--- config.mk ---
export PLATFORM = sky130hd
export DESIGN_NAME = flash_sector_cache_controller_top
export DESIGN_NICKNAME = d
export VERILOG_FILES = /design/src/rtl/core/fscc_pkg.sv /design/src/rtl/core/fscc_front.sv /design/src/rtl/core/fscc_queue.sv /design/src/rtl/core/fscc_back.sv /design/src/rtl/core/flash_sector_cache_controller_top.sv
export SDC_FILE = /design/constraint.sdc
export NUM_CORES = 1
export LEC_CHECK = 0
export ABC_CLOCK_PERIOD_IN_PS = 14200
export BUFFER_PORTS_ARGS = -buffer_cell sky130_fd_sc_hd__buf_2
export CAP_MARGIN = 20
export CORE_MARGIN = 2
export CORE_UTILIZATION = 60
export DETAILED_ROUTE_END_ITERATION = 6
export MAX_ROUTING_LAYER = met4
export PLACE_DENSITY = 0.79
export SLEW_MARGIN = 20
export SYNTH_ARGS = -nofsm -noshare
export SYNTH_HDL_FRONTEND = slang
export SYNTH_HIERARCHICAL = 1
export SYNTH_SLANG_ARGS = --single-unit
--- constraint.sdc ---
create_clock -name clock -period 14.2 [get_ports clock]
set_input_delay 0.71 -clock clock [delete_from_list [all_inputs] [get_ports clock]]
set_output_delay 0.71 -clock clock [all_outputs]
set_load 0.01 [all_outputs]
--- src/rtl/core/fscc_pkg.sv ---
// Shared constants, types and codes of the flash sector cache controller.
`timescale 1ns / 1ps

package fscc_pkg;

   localparam int SLOTS        = 4;
   localparam int SECTOR_BYTES = 4096;
   localparam int SECTOR_COUNT = 2048;

   localparam int KIND_W   = 2;
   localparam int SECTOR_W = 11;
   localparam int OFFSET_W = 12;
   localparam int COUNT_W  = 13;
   localparam int CMD_W    = 3;
   localparam int SLOT_W   = 2;
   localparam int SLOT_IDX_W = (SLOTS > 1) ? $clog2(SLOTS) : 1;

   localparam logic [KIND_W-1:0] KIND_WRITE = 2'd0;
   localparam logic [KIND_W-1:0] KIND_READ  = 2'd1;
   localparam logic [KIND_W-1:0] KIND_SYNC  = 2'd2;

   typedef enum logic [CMD_W-1:0] {
      CMD_MERGE   = 3'd0,
      CMD_RDSLOT  = 3'd1,
      CMD_RDFLASH = 3'd2,
      CMD_FILL    = 3'd3,
      CMD_ERASE   = 3'd4,
      CMD_PROGRAM = 3'd5,
      CMD_NOSYNC  = 3'd6
   } cmd_type;

   typedef enum logic [1:0] {
      OP_WRITE = 2'd0,
      OP_READ  = 2'd1,
      OP_SYNC  = 2'd2
   } op_type;

   typedef struct packed {
      op_type                op;
      logic [SECTOR_W-1:0]   sector;
      logic [OFFSET_W-1:0]   offset;
      logic [COUNT_W-1:0]    count;
   } q_entry_type;

endpackage

--- src/rtl/core/fscc_front.sv ---
// Front end: accepts transactions, drops empty or out-of-range reads/writes, clamps spans.
`timescale 1ns / 1ps

module fscc_front
   import fscc_pkg::*;
(
   input  logic                req_valid,
   output logic                req_stall,
   input  logic [KIND_W-1:0]   req_kind,
   input  logic [SECTOR_W-1:0] req_sector,
   input  logic [OFFSET_W-1:0] req_byte_offset,
   input  logic [COUNT_W-1:0]  req_byte_count,
   input  logic                q_full,
   output logic                push_valid,
   output q_entry_type         push_data
);

   logic        accept;
   logic        span_ok;
   logic [31:0] room;
   logic [31:0] cnt_wide;

   assign req_stall = q_full;
   assign accept    = req_valid && !req_stall;

   assign span_ok = (req_byte_count != '0)
                 && (32'(req_byte_offset) < 32'(SECTOR_BYTES))
                 && (32'(req_sector) < 32'(SECTOR_COUNT));

   assign room     = 32'(SECTOR_BYTES) - 32'(req_byte_offset);
   assign cnt_wide = (32'(req_byte_count) > room) ? room : 32'(req_byte_count);

   always_comb begin
      push_data.sector = req_sector;
      push_data.offset = req_byte_offset;
      push_data.count  = cnt_wide[COUNT_W-1:0];
      push_data.op     = OP_WRITE;
      push_valid       = 1'b0;
      unique case (req_kind)
         KIND_WRITE: begin
            push_data.op = OP_WRITE;
            push_valid   = accept && span_ok;
         end
         KIND_READ: begin
            push_data.op = OP_READ;
            push_valid   = accept && span_ok;
         end
         KIND_SYNC: begin
            push_data.op = OP_SYNC;
            push_valid   = accept;
         end
         default: begin
            // unknown kind: take the transaction and drop it
            push_valid = 1'b0;
         end
      endcase
   end

endmodule

--- src/rtl/core/fscc_queue.sv ---
// Two-entry queue between the request front end and the command sequencer.
`timescale 1ns / 1ps

module fscc_queue
   import fscc_pkg::*;
(
   input  logic        clock,
   input  logic        reset,
   input  logic        push_valid,
   input  q_entry_type push_data,
   output logic        q_full,
   input  logic        pop,
   output logic        pop_valid,
   output q_entry_type pop_data
);

   q_entry_type entry_ff [2];
   logic        wr_ptr_ff, wr_ptr_in;
   logic        rd_ptr_ff, rd_ptr_in;
   logic [1:0]  count_ff, count_in;
   logic        do_push;
   logic        do_pop;

   assign q_full    = (count_ff == 2'd2);
   assign pop_valid = (count_ff != 2'd0);
   assign pop_data  = entry_ff[rd_ptr_ff];
   assign do_push   = push_valid && !q_full;
   assign do_pop    = pop && pop_valid;

   always_comb begin
      wr_ptr_in = do_push ? !wr_ptr_ff : wr_ptr_ff;
      rd_ptr_in = do_pop  ? !rd_ptr_ff : rd_ptr_ff;
      count_in  = count_ff + 2'(do_push) - 2'(do_pop);
   end

   always_ff @(posedge clock) begin
      if (reset) begin
         wr_ptr_ff <= 1'b0;
         rd_ptr_ff <= 1'b0;
         count_ff  <= 2'd0;
      end else begin
         wr_ptr_ff <= wr_ptr_in;
         rd_ptr_ff <= rd_ptr_in;
         count_ff  <= count_in;
      end
   end

   always_ff @(posedge clock) begin
      if (do_push) begin
         entry_ff[wr_ptr_ff] <= push_data;
      end
   end

endmodule

--- src/rtl/core/fscc_back.sv ---
// Command sequencer: slot tags, valid bits, round-robin victim pointer, command output register.
`timescale 1ns / 1ps

module fscc_back
   import fscc_pkg::*;
(
   input  logic                clock,
   input  logic                reset,
   input  logic                q_valid,
   input  q_entry_type         q_data,
   output logic                q_pop,
   output logic                rsp_valid,
   input  logic                rsp_stall,
   output logic [CMD_W-1:0]    rsp_command,
   output logic [SLOT_W-1:0]   rsp_slot,
   output logic [SECTOR_W-1:0] rsp_target_sector,
   output logic [OFFSET_W-1:0] rsp_span_offset,
   output logic [COUNT_W-1:0]  rsp_span_count,
   output logic                rsp_last
);

   typedef enum logic [5:0] {
      ST_IDLE   = 6'b000001,
      ST_WPROG  = 6'b000010,
      ST_WFILL  = 6'b000100,
      ST_WMERGE = 6'b001000,
      ST_SPROG  = 6'b010000,
      ST_SERASE = 6'b100000
   } state_type;

   state_type               st_ff, st_in;
   logic [SLOTS-1:0]        valid_ff, valid_in;
   logic [SECTOR_W-1:0]     tag_ff [SLOTS];
   logic [SLOT_IDX_W-1:0]   ptr_ff, ptr_in;

   logic [SLOT_IDX_W-1:0]   slot_ff, slot_in;
   logic [SECTOR_W-1:0]     sec_ff, sec_in;
   logic [OFFSET_W-1:0]     off_ff, off_in;
   logic [COUNT_W-1:0]      cnt_ff, cnt_in;
   logic [SECTOR_W-1:0]     old_ff, old_in;

   logic                    rsp_valid_ff, rsp_valid_in;
   logic [CMD_W-1:0]        rsp_command_ff;
   logic [SLOT_W-1:0]       rsp_slot_ff;
   logic [SECTOR_W-1:0]     rsp_sector_ff;
   logic [OFFSET_W-1:0]     rsp_off_ff;
   logic [COUNT_W-1:0]      rsp_cnt_ff;
   logic                    rsp_last_ff;

   logic                    out_free;
   logic                    emit;
   cmd_type                 e_cmd;
   logic [SLOT_IDX_W-1:0]   e_idx;
   logic [SECTOR_W-1:0]     e_sector;
   logic [OFFSET_W-1:0]     e_off;
   logic [COUNT_W-1:0]      e_cnt;
   logic                    e_last;

   logic                    tag_we;
   logic [SLOT_IDX_W-1:0]   tag_wi;
   logic [SECTOR_W-1:0]     tag_wd;

   logic                    any_valid;
   logic [SLOT_IDX_W-1:0]   first_valid;
   logic                    rd_hit;
   logic [SLOT_IDX_W-1:0]   rd_idx_hit;
   logic                    w_found;
   logic                    w_empty;
   logic [SLOT_IDX_W-1:0]   w_idx;
   logic                    others_valid;
   logic [SLOT_IDX_W-1:0]   tag_rd_idx;
   logic [SECTOR_W-1:0]     tag_rd;

   assign out_free = !rsp_valid_ff || !rsp_stall;

   // slot searches, lowest index wins
   always_comb begin
      any_valid    = 1'b0;
      first_valid  = '0;
      rd_hit       = 1'b0;
      rd_idx_hit   = '0;
      w_found      = 1'b0;
      w_empty      = 1'b0;
      w_idx        = '0;
      others_valid = 1'b0;
      for (int i = SLOTS - 1; i >= 0; i--) begin
         if (valid_ff[i]) begin
            any_valid   = 1'b1;
            first_valid = SLOT_IDX_W'(i);
            if (SLOT_IDX_W'(i) != slot_ff) begin
               others_valid = 1'b1;
            end
         end
         if (valid_ff[i] && (tag_ff[i] == q_data.sector)) begin
            rd_hit     = 1'b1;
            rd_idx_hit = SLOT_IDX_W'(i);
         end
         if (!valid_ff[i] || (tag_ff[i] == q_data.sector)) begin
            w_found = 1'b1;
            w_empty = !valid_ff[i];
            w_idx   = SLOT_IDX_W'(i);
         end
      end
   end

   assign tag_rd_idx = ((st_ff == ST_SERASE) || (q_data.op == OP_SYNC)) ? first_valid : ptr_ff;
   assign tag_rd     = tag_ff[tag_rd_idx];

   always_comb begin
      st_in    = st_ff;
      valid_in = valid_ff;
      ptr_in   = ptr_ff;
      slot_in  = slot_ff;
      sec_in   = sec_ff;
      off_in   = off_ff;
      cnt_in   = cnt_ff;
      old_in   = old_ff;
      tag_we   = 1'b0;
      tag_wi   = slot_ff;
      tag_wd   = sec_ff;
      q_pop    = 1'b0;
      emit     = 1'b0;
      e_cmd    = CMD_MERGE;
      e_idx    = '0;
      e_sector = '0;
      e_off    = '0;
      e_cnt    = '0;
      e_last   = 1'b0;
      unique case (st_ff)
         ST_IDLE: begin
            if (q_valid && out_free) begin
               q_pop  = 1'b1;
               emit   = 1'b1;
               sec_in = q_data.sector;
               off_in = q_data.offset;
               cnt_in = q_data.count;
               unique case (q_data.op)
                  OP_READ: begin
                     e_cmd    = rd_hit ? CMD_RDSLOT : CMD_RDFLASH;
                     e_idx    = rd_hit ? rd_idx_hit : '0;
                     e_sector = q_data.sector;
                     e_off    = q_data.offset;
                     e_cnt    = q_data.count;
                     e_last   = 1'b1;
                  end
                  OP_WRITE: begin
                     if (w_found && !w_empty) begin
                        e_cmd    = CMD_MERGE;
                        e_idx    = w_idx;
                        e_sector = q_data.sector;
                        e_off    = q_data.offset;
                        e_cnt    = q_data.count;
                        e_last   = 1'b1;
                     end else if (w_found) begin
                        e_cmd           = CMD_FILL;
                        e_idx           = w_idx;
                        e_sector        = q_data.sector;
                        valid_in[w_idx] = 1'b1;
                        tag_we          = 1'b1;
                        tag_wi          = w_idx;
                        tag_wd          = q_data.sector;
                        slot_in         = w_idx;
                        st_in           = ST_WMERGE;
                     end else begin
                        // all slots taken by other sectors: write back the victim
                        e_cmd    = CMD_ERASE;
                        e_idx    = ptr_ff;
                        e_sector = tag_rd;
                        old_in   = tag_rd;
                        slot_in  = ptr_ff;
                        st_in    = ST_WPROG;
                     end
                  end
                  OP_SYNC: begin
                     if (!any_valid) begin
                        e_cmd  = CMD_NOSYNC;
                        e_last = 1'b1;
                        ptr_in = '0;
                     end else begin
                        e_cmd    = CMD_ERASE;
                        e_idx    = first_valid;
                        e_sector = tag_rd;
                        old_in   = tag_rd;
                        slot_in  = first_valid;
                        st_in    = ST_SPROG;
                     end
                  end
                  default: begin
                     emit = 1'b0;
                  end
               endcase
            end
         end
         ST_WPROG: begin
            if (out_free) begin
               emit     = 1'b1;
               e_cmd    = CMD_PROGRAM;
               e_idx    = slot_ff;
               e_sector = old_ff;
               st_in    = ST_WFILL;
            end
         end
         ST_WFILL: begin
            if (out_free) begin
               emit     = 1'b1;
               e_cmd    = CMD_FILL;
               e_idx    = slot_ff;
               e_sector = sec_ff;
               tag_we   = 1'b1;
               ptr_in   = (slot_ff == SLOT_IDX_W'(SLOTS - 1)) ? '0
                                                              : slot_ff + SLOT_IDX_W'(1);
               st_in    = ST_WMERGE;
            end
         end
         ST_WMERGE: begin
            if (out_free) begin
               emit     = 1'b1;
               e_cmd    = CMD_MERGE;
               e_idx    = slot_ff;
               e_sector = sec_ff;
               e_off    = off_ff;
               e_cnt    = cnt_ff;
               e_last   = 1'b1;
               st_in    = ST_IDLE;
            end
         end
         ST_SPROG: begin
            if (out_free) begin
               emit              = 1'b1;
               e_cmd             = CMD_PROGRAM;
               e_idx             = slot_ff;
               e_sector          = old_ff;
               valid_in[slot_ff] = 1'b0;
               if (!others_valid) begin
                  e_last = 1'b1;
                  ptr_in = '0;
                  st_in  = ST_IDLE;
               end else begin
                  st_in = ST_SERASE;
               end
            end
         end
         ST_SERASE: begin
            if (out_free) begin
               emit     = 1'b1;
               e_cmd    = CMD_ERASE;
               e_idx    = first_valid;
               e_sector = tag_rd;
               old_in   = tag_rd;
               slot_in  = first_valid;
               st_in    = ST_SPROG;
            end
         end
         default: begin
            st_in = ST_IDLE;
         end
      endcase
   end

   assign rsp_valid_in = emit || (rsp_valid_ff && rsp_stall);

   always_ff @(posedge clock) begin
      if (reset) begin
         st_ff        <= ST_IDLE;
         valid_ff     <= '0;
         ptr_ff       <= '0;
         rsp_valid_ff <= 1'b0;
      end else begin
         st_ff        <= st_in;
         valid_ff     <= valid_in;
         ptr_ff       <= ptr_in;
         rsp_valid_ff <= rsp_valid_in;
      end
   end

   always_ff @(posedge clock) begin
      slot_ff <= slot_in;
      sec_ff  <= sec_in;
      off_ff  <= off_in;
      cnt_ff  <= cnt_in;
      old_ff  <= old_in;
      if (tag_we) begin
         tag_ff[tag_wi] <= tag_wd;
      end
      if (emit) begin
         rsp_command_ff <= e_cmd;
         rsp_slot_ff    <= SLOT_W'(e_idx);
         rsp_sector_ff  <= e_sector;
         rsp_off_ff     <= e_off;
         rsp_cnt_ff     <= e_cnt;
         rsp_last_ff    <= e_last;
      end
   end

   assign rsp_valid         = rsp_valid_ff;
   assign rsp_command       = rsp_command_ff;
   assign rsp_slot          = rsp_slot_ff;
   assign rsp_target_sector = rsp_sector_ff;
   assign rsp_span_offset   = rsp_off_ff;
   assign rsp_span_count    = rsp_cnt_ff;
   assign rsp_last          = rsp_last_ff;

   a_nosync_empty : assert property (@(posedge clock) disable iff (reset)
      (emit && (e_cmd == CMD_NOSYNC)) |-> (valid_ff == '0))
      else $error("nothing-to-sync issued with a valid slot");

   a_fill_sets_valid : assert property (@(posedge clock) disable iff (reset)
      (emit && (e_cmd == CMD_FILL)) |=> valid_ff[$past(e_idx)])
      else $error("filled slot not marked valid");

   a_rdslot_hit : assert property (@(posedge clock) disable iff (reset)
      (emit && (e_cmd == CMD_RDSLOT)) |-> (valid_ff[e_idx] && (tag_ff[e_idx] == e_sector)))
      else $error("read slot issued without a matching tag");

   a_sync_clears : assert property (@(posedge clock) disable iff (reset)
      (emit && e_last && (st_ff == ST_SPROG)) |=> ((valid_ff == '0) && (ptr_ff == '0)))
      else $error("sync finished with slots still valid");

endmodule

--- src/rtl/core/flash_sector_cache_controller_top.sv ---
// Top level of the flash sector cache controller: front end, queue and command sequencer.
`timescale 1ns / 1ps

// Usage
//   req_* carries one transaction per request: kind (write, read, sync), sector,
//   byte offset and byte count of one span inside one sector. A request is taken
//   when req_valid is high and req_stall is low.
//   rsp_* carries the datapath commands the request causes, one or more per
//   transaction, rsp_last marking the final one. Empty or out-of-range reads and
//   writes and requests of an unknown kind are taken and produce no commands.
// Command flow
//   Requests pass the queue, then the sequencer's output register. The sequencer
//   issues one command per cycle unless stalled, one request at a time: one for
//   a read or write hit; fill, merge for a write to an empty slot; erase,
//   program, fill, merge for an eviction; erase, program per valid slot for a
//   sync (nothing-to-sync if none). The queue takes requests meanwhile.
// Reset
//   Synchronous reset empties all slots, sets the victim pointer to zero and
//   drops queued requests and a pending command. Tags need no reset.
// Stall
//   While rsp_stall is high a pending command holds; the sequencer waits, and
//   req_stall rises once the queue holds two requests.

module flash_sector_cache_controller_top
   import fscc_pkg::*;
(
   input  logic                clock,
   input  logic                reset,
   input  logic                req_valid,
   output logic                req_stall,
   input  logic [KIND_W-1:0]   req_kind,
   input  logic [SECTOR_W-1:0] req_sector,
   input  logic [OFFSET_W-1:0] req_byte_offset,
   input  logic [COUNT_W-1:0]  req_byte_count,
   output logic                rsp_valid,
   input  logic                rsp_stall,
   output logic [CMD_W-1:0]    rsp_command,
   output logic [SLOT_W-1:0]   rsp_slot,
   output logic [SECTOR_W-1:0] rsp_target_sector,
   output logic [OFFSET_W-1:0] rsp_span_offset,
   output logic [COUNT_W-1:0]  rsp_span_count,
   output logic                rsp_last
);

   logic        q_full;
   logic        push_valid;
   q_entry_type push_data;
   logic        q_pop;
   logic        q_valid;
   q_entry_type q_data;

   fscc_front u_front (
      .req_valid       (req_valid),
      .req_stall       (req_stall),
      .req_kind        (req_kind),
      .req_sector      (req_sector),
      .req_byte_offset (req_byte_offset),
      .req_byte_count  (req_byte_count),
      .q_full          (q_full),
      .push_valid      (push_valid),
      .push_data       (push_data)
   );

   fscc_queue u_queue (
      .clock      (clock),
      .reset      (reset),
      .push_valid (push_valid),
      .push_data  (push_data),
      .q_full     (q_full),
      .pop        (q_pop),
      .pop_valid  (q_valid),
      .pop_data   (q_data)
   );

   fscc_back u_back (
      .clock             (clock),
      .reset             (reset),
      .q_valid           (q_valid),
      .q_data            (q_data),
      .q_pop             (q_pop),
      .rsp_valid         (rsp_valid),
      .rsp_stall         (rsp_stall),
      .rsp_command       (rsp_command),
      .rsp_slot          (rsp_slot),
      .rsp_target_sector (rsp_target_sector),
      .rsp_span_offset   (rsp_span_offset),
      .rsp_span_count    (rsp_span_count),
      .rsp_last          (rsp_last)
   );

endmodule
==> reports/qor_table.md <==
| Step | Quantity | This run |
|:---|:---|:---|
| layout | Commonest non-fill, non-tap cell in the layout | edfxtp_1 |
| layout | Final standard cell utilization of the core | 0.6799 |
| place | Count of input and output buffers | 85 |
| clock tree | Buffer levels on the longest clock path | 3 |
| global routing | Largest net degree at the start of global routing | 42 |
| clock tree | # resized after CTS | 0 |
| synth | Count of synthesis-stage warnings from yosys | 6 |
| setup path | Delay of the slowest cell on the worst path | 1010 ps |
| clock tree | TritonCTS sink count | 229 |
| timing | Period utilization | 0.3510 |
| timing | Max-slew violations | 0 |
| job | Number of max-cap violations | 0 |
| global routing | First-pass GRT wire length | 38,090 um |
| synth | Post-synthesis sequential element count | 229 |
| floorplanning | Boundary pin count | 86 |
| synth | Cell count after synthesis | 804 |
| setup path | Kind of start point of the critical path | flip-flop |
| drt | WL final | 24,600 um |
| global routing | Total gr overflow | 0 |
| setup path | Worst reg2reg endpoint | u_back/tag_ff[1][5]$_DFFE_PP_ |
| timing | Minimum clock period after layout | 4984 ps |
| floorplanning | Cell row count | 49 |
| worst hold path | Path category of the worst min-delay check | input pin to flip-flop |
| drt | Count of antenna-violating nets left after detailed routing | 0 |
| pwr | Leakage dissipation | 4.696 nW |
| synth | Total nets after synthesis | 866 |
| clock tree | CTS Buf Count | 25 |
| drt | Detailed-route wire length per cell | 22.30 um |
| pwr | PwrDens | 186.5 nW/um^2 |
| pwr | Relative contribution of the clock network to total power | 0.283 |
| synth | Top flip-flop cell by instance count after synthesis | edfxtp_1 |
| clock tree | Number of hold buffers added after cts | 0 |
| setup path | Data required time at the worst endpoint | 14,340 ps |
| floorplanning | Width of the die | 140.0 um |
| timing | Setup total negative slack | 0 ps |
| place | Gp weighted congestion | 0.9194 |
| setup path | Critical path class | flip-flop to flip-flop |
| floorplanning | Die Ht | 140.0 um |
| timing | Maximum clock frequency | 200.6 MHz |
| timing | Final hold vios | 0 |
| clock tree | Clock tree from TritonCTS | yes |
| run status | Result of the run | finished clean |
| global routing | Antenna violations before repair | 0 |
| setup path | Termination of the worst setup path | u_back/tag_ff[1][5]$_DFFE_PP_ |
| setup path | Family with the most delay on the worst path | simple AND/OR/NAND/NOR gates |
| timing | Worst relative slew slack | 0.2912 |
| layout | Top library cells by usage in the layout, fill and taps aside | 211 x edfxtp_1, 85 x buf_2, 50 x mux2i_1, 45 x nor2_1, 38 x mux2_1 |
| synth | Number of enable-type register cells in the synthesized netlist | 211 |
| setup path | Count of cell instances traversed by the critical path | 9 |
| synth | Cell variety after synth | 80 |
| setup path | Data arrival time of the critical path | 5130 ps |
| pwr | Power Internal | 0.001573 W |
| clock tree | Clock transition at the registers of the reported paths | 60 ps |
| synth | Part of the Yosys area used for sequential elements | 0.6038 |
| clock tree | Root Buffer Master | clkbuf_16 |
| layout | Diode insertion count for antenna repair | 0 |
| synth | Per-instance average area after synthesis | 13.79 sq um |
| global routing | All-layer global routing usage | 0.2574 |
| synth | Post-synthesis instance area | 11,090 sq um |
| setup path | Critical Path Fanout Max | 38 |
| layout | Syn-to-layout area delta | 10.50% |
| setup path | Worst Reg2Reg Path Length in Cells | 9 |
| pwr | Sw Share | 0.3118 |
| setup path | Worst path slowest cell | dfxtp_2 |
| setup path | Worst reg2reg setup slack | 9220 ps |
| pwr | Sequential cell fraction of total power | 0.455 |
| timing | Number of failing setup endpoints in the final timing report | 0 |
| drt | Vias per inst | 6.209 |
| global routing | Via count of the first global-routing pass | 6,801 |
| clock tree | Post-CTS Setup Inserts | 0 |
| drt | Number of remaining DRC errors | 0 |
| layout | Layout net count | 919 |
| pwr | Power spent charging and discharging nets | 0.0007126 W |
| place | Post-detail-place hpwl | 17,220 um |
| floorplanning | Total die area | 19,590 sq um |
| setup path | Bufs and invs on worst path | 1 |
| timing | Maximum clock skew at final layout | 27.88 ps |
| pwr | Worst IR drop on VDD | 0.1405 mV |
| layout | Share of layout cells above drive strength 1 | 0.2025 |
| floorplanning | CORE AREA | 18,020 sq um |
| drt | DR vias | 6,849 |
| drt | Iteration-0 DRC count of the detailed router | 473 |
| setup path | Element type at the critical path end | flip-flop |
| floorplanning | Initial core utilization | 0.6153 |
| synth | Share of flip-flops with an asynchronous set or reset | 0 |
| timing | Slew at the pin closest to its max-slew limit | 1063 ps |
| setup path | Cell Chain, Critical Path | mux2_1 > xor2_1 > nor4_1 > a32oi_1 > a311oi_4 > nor4_4 > buf_4 > mux2_4 > nor2_1 |
| timing | Unrepaired setup endpoints after global routing | false |
| clock tree | H-Tree Level Count | 1 |
| drt | Detailed-router iteration count before antenna repair | 6 |
| clock tree | Clock insertion delay at the later pin of the skew report | 540 ps |
| pwr | Combinational share of power | 0.262 |
## worst register-to-register path: cells and delay by family, from the launching register on
family	cells	cell delay [ps]
AO/OA/AOI/OAI	2	790
XOR/XNOR	1	220
buffers and inverters	1	250
flip-flops	1	1010
multiplexers	2	920
AND/OR/NAND/NOR	3	1410
## cell families after synthesis
kind of cell	count (synthesis)	synth area share
AOI/OAI and AO/OA	141	0.09578
xor gates and xnor gates	58	0.04648
adders and majority gates	20	0.02256
buffers and inverters	98	0.05325
DFF	229	0.6038
muxes	102	0.1010
and+or+nand+nor	156	0.07717
## layer usage
layer / share of wire / wire length (um) / track usage
met1: 0.43 / 10620 / 0.3412
met2: 0.48 / 11850 / 0.4151
met3: 0.065 / 1611 / 0.05265
met4: 0.021 / 512 / 0.06053
met5: 0 / 0 / -
## power groups by stage
| stage | Clock, W | Combinational, W | Sequential (W) |
|---|---|---|---|
| 2_1_floorplan | 0 | 0.000397 | 0.00106 |
| 3_3_place_gp | 0 | 0.000581 | 0.00105 |
| 3_5_place_dp | 0 | 0.000594 | 0.00105 |
| 4_1_cts | 0.000659 | 0.000597 | 0.00104 |
| 5_1_grt | 0.000684 | 0.000646 | 0.00106 |
| 6_report | 0.000648 | 0.000598 | 0.00104 |
## registers in the layout, summed over array words and instances, names as in the netlist, named ones only
register	flops
u_back/rsp_last	1
u_back/rsp_target_sector	11
u_queue/rd_ptr_ff	1
u_back/old_ff	11
u_back/sec_ff	11
u_queue/count_ff	2
u_back/valid_ff	4
u_back/slot_ff	2
u_queue/wr_ptr_ff	1
u_back/rsp_span_offset	12
u_back/rsp_command	3
u_back/cnt_ff	13
u_back/rsp_valid	1
u_back/off_ff	12
u_back/rsp_span_count	13
u_back/rsp_slot	2
u_back/ptr_ff	2
u_back/st_ff	6
u_queue/entry_ff	76
u_back/tag_ff	44
## stage by stage
| stage | total power (W) | area, sq um | setup WS (ps) | instances | hold WS, ps |
|---|---|---|---|---|---|
| after floorplan | 0.001459 | 11090 | 9253 | 804 | 451.5 |
| after global placement | 0.001628 | 11400 | 9364 | 1058 | 468.2 |
| after detailed placement | 0.001646 | 11400 | 9178 | 1058 | 491.4 |
| after CTS | 0.002296 | 12230 | 9148 | 1102 | 348.5 |
| after global routing | 0.002385 | 12260 | 8902 | 1103 | 350.4 |
| final | 0.002285 | 12260 | 9216 | 1103 | 357.2 |
## cells in the mapped netlist, drive strengths merged, types with 4 or more instances
| cell | number | area (sq um) |
|---|---|---|
| a21o | 4 | 30.03 |
| a21oi | 20 | 103.9 |
| a221o | 11 | 110.1 |
| a22o | 26 | 229.0 |
| a22oi | 12 | 90.09 |
| a31o | 5 | 43.79 |
| a31oi | 10 | 62.56 |
| and2 | 4 | 25.02 |
| and3 | 6 | 40.03 |
| buf | 54 | 424.2 |
| clkbuf | 14 | 53.80 |
| dfxtp | 18 | 360.4 |
| edfxtp | 211 | 6336 |
| ha | 20 | 250.2 |
| inv | 30 | 112.6 |
| mux2 | 51 | 596.8 |
| mux2i | 51 | 523.0 |
| nand2 | 30 | 112.6 |
| nand2b | 4 | 27.53 |
| nand3 | 9 | 45.04 |
| nand4 | 7 | 43.79 |
| nor2 | 46 | 180.2 |
| nor2b | 6 | 37.54 |
| nor3 | 10 | 60.06 |
| nor4 | 12 | 102.6 |
| o211ai | 4 | 30.03 |
| o21ai | 19 | 95.09 |
| o31ai | 8 | 65.06 |
| or4 | 7 | 63.81 |
| xnor2 | 26 | 235.2 |
| xor2 | 32 | 280.3 |
## worst min-delay path by stage
stage	slack, ps	start	to	depth (start not counted)
floorplan	450	u_queue/wr_ptr_ff$_SDFFE_PP0N_	u_queue/wr_ptr_ff$_SDFFE_PP0N_	2
global placement	470	u_queue/wr_ptr_ff$_SDFFE_PP0N_	u_queue/wr_ptr_ff$_SDFFE_PP0N_	2
detailed placement	490	u_queue/wr_ptr_ff$_SDFFE_PP0N_	u_queue/wr_ptr_ff$_SDFFE_PP0N_	2
CTS	350	req_sector[4]	u_queue/entry_ff[1][29]$_DFFE_PP_	1
global route	350	req_sector[0]	u_queue/entry_ff[1][25]$_DFFE_PP_	1
finish	360	req_sector[6]	u_queue/entry_ff[0][31]$_DFFE_PP_	1
## area by class of cell
type	instances	area (sq um)
clock buffers	30	644.4
clock inverters	14	185.2
fillers	1267	5769
inverters	30	112.6
multi-input cells	477	3816
flip-flops and latches	229	6698
well taps	229	286.5
repair buffers	94	513.0
(Power assumes the default switching activity.)
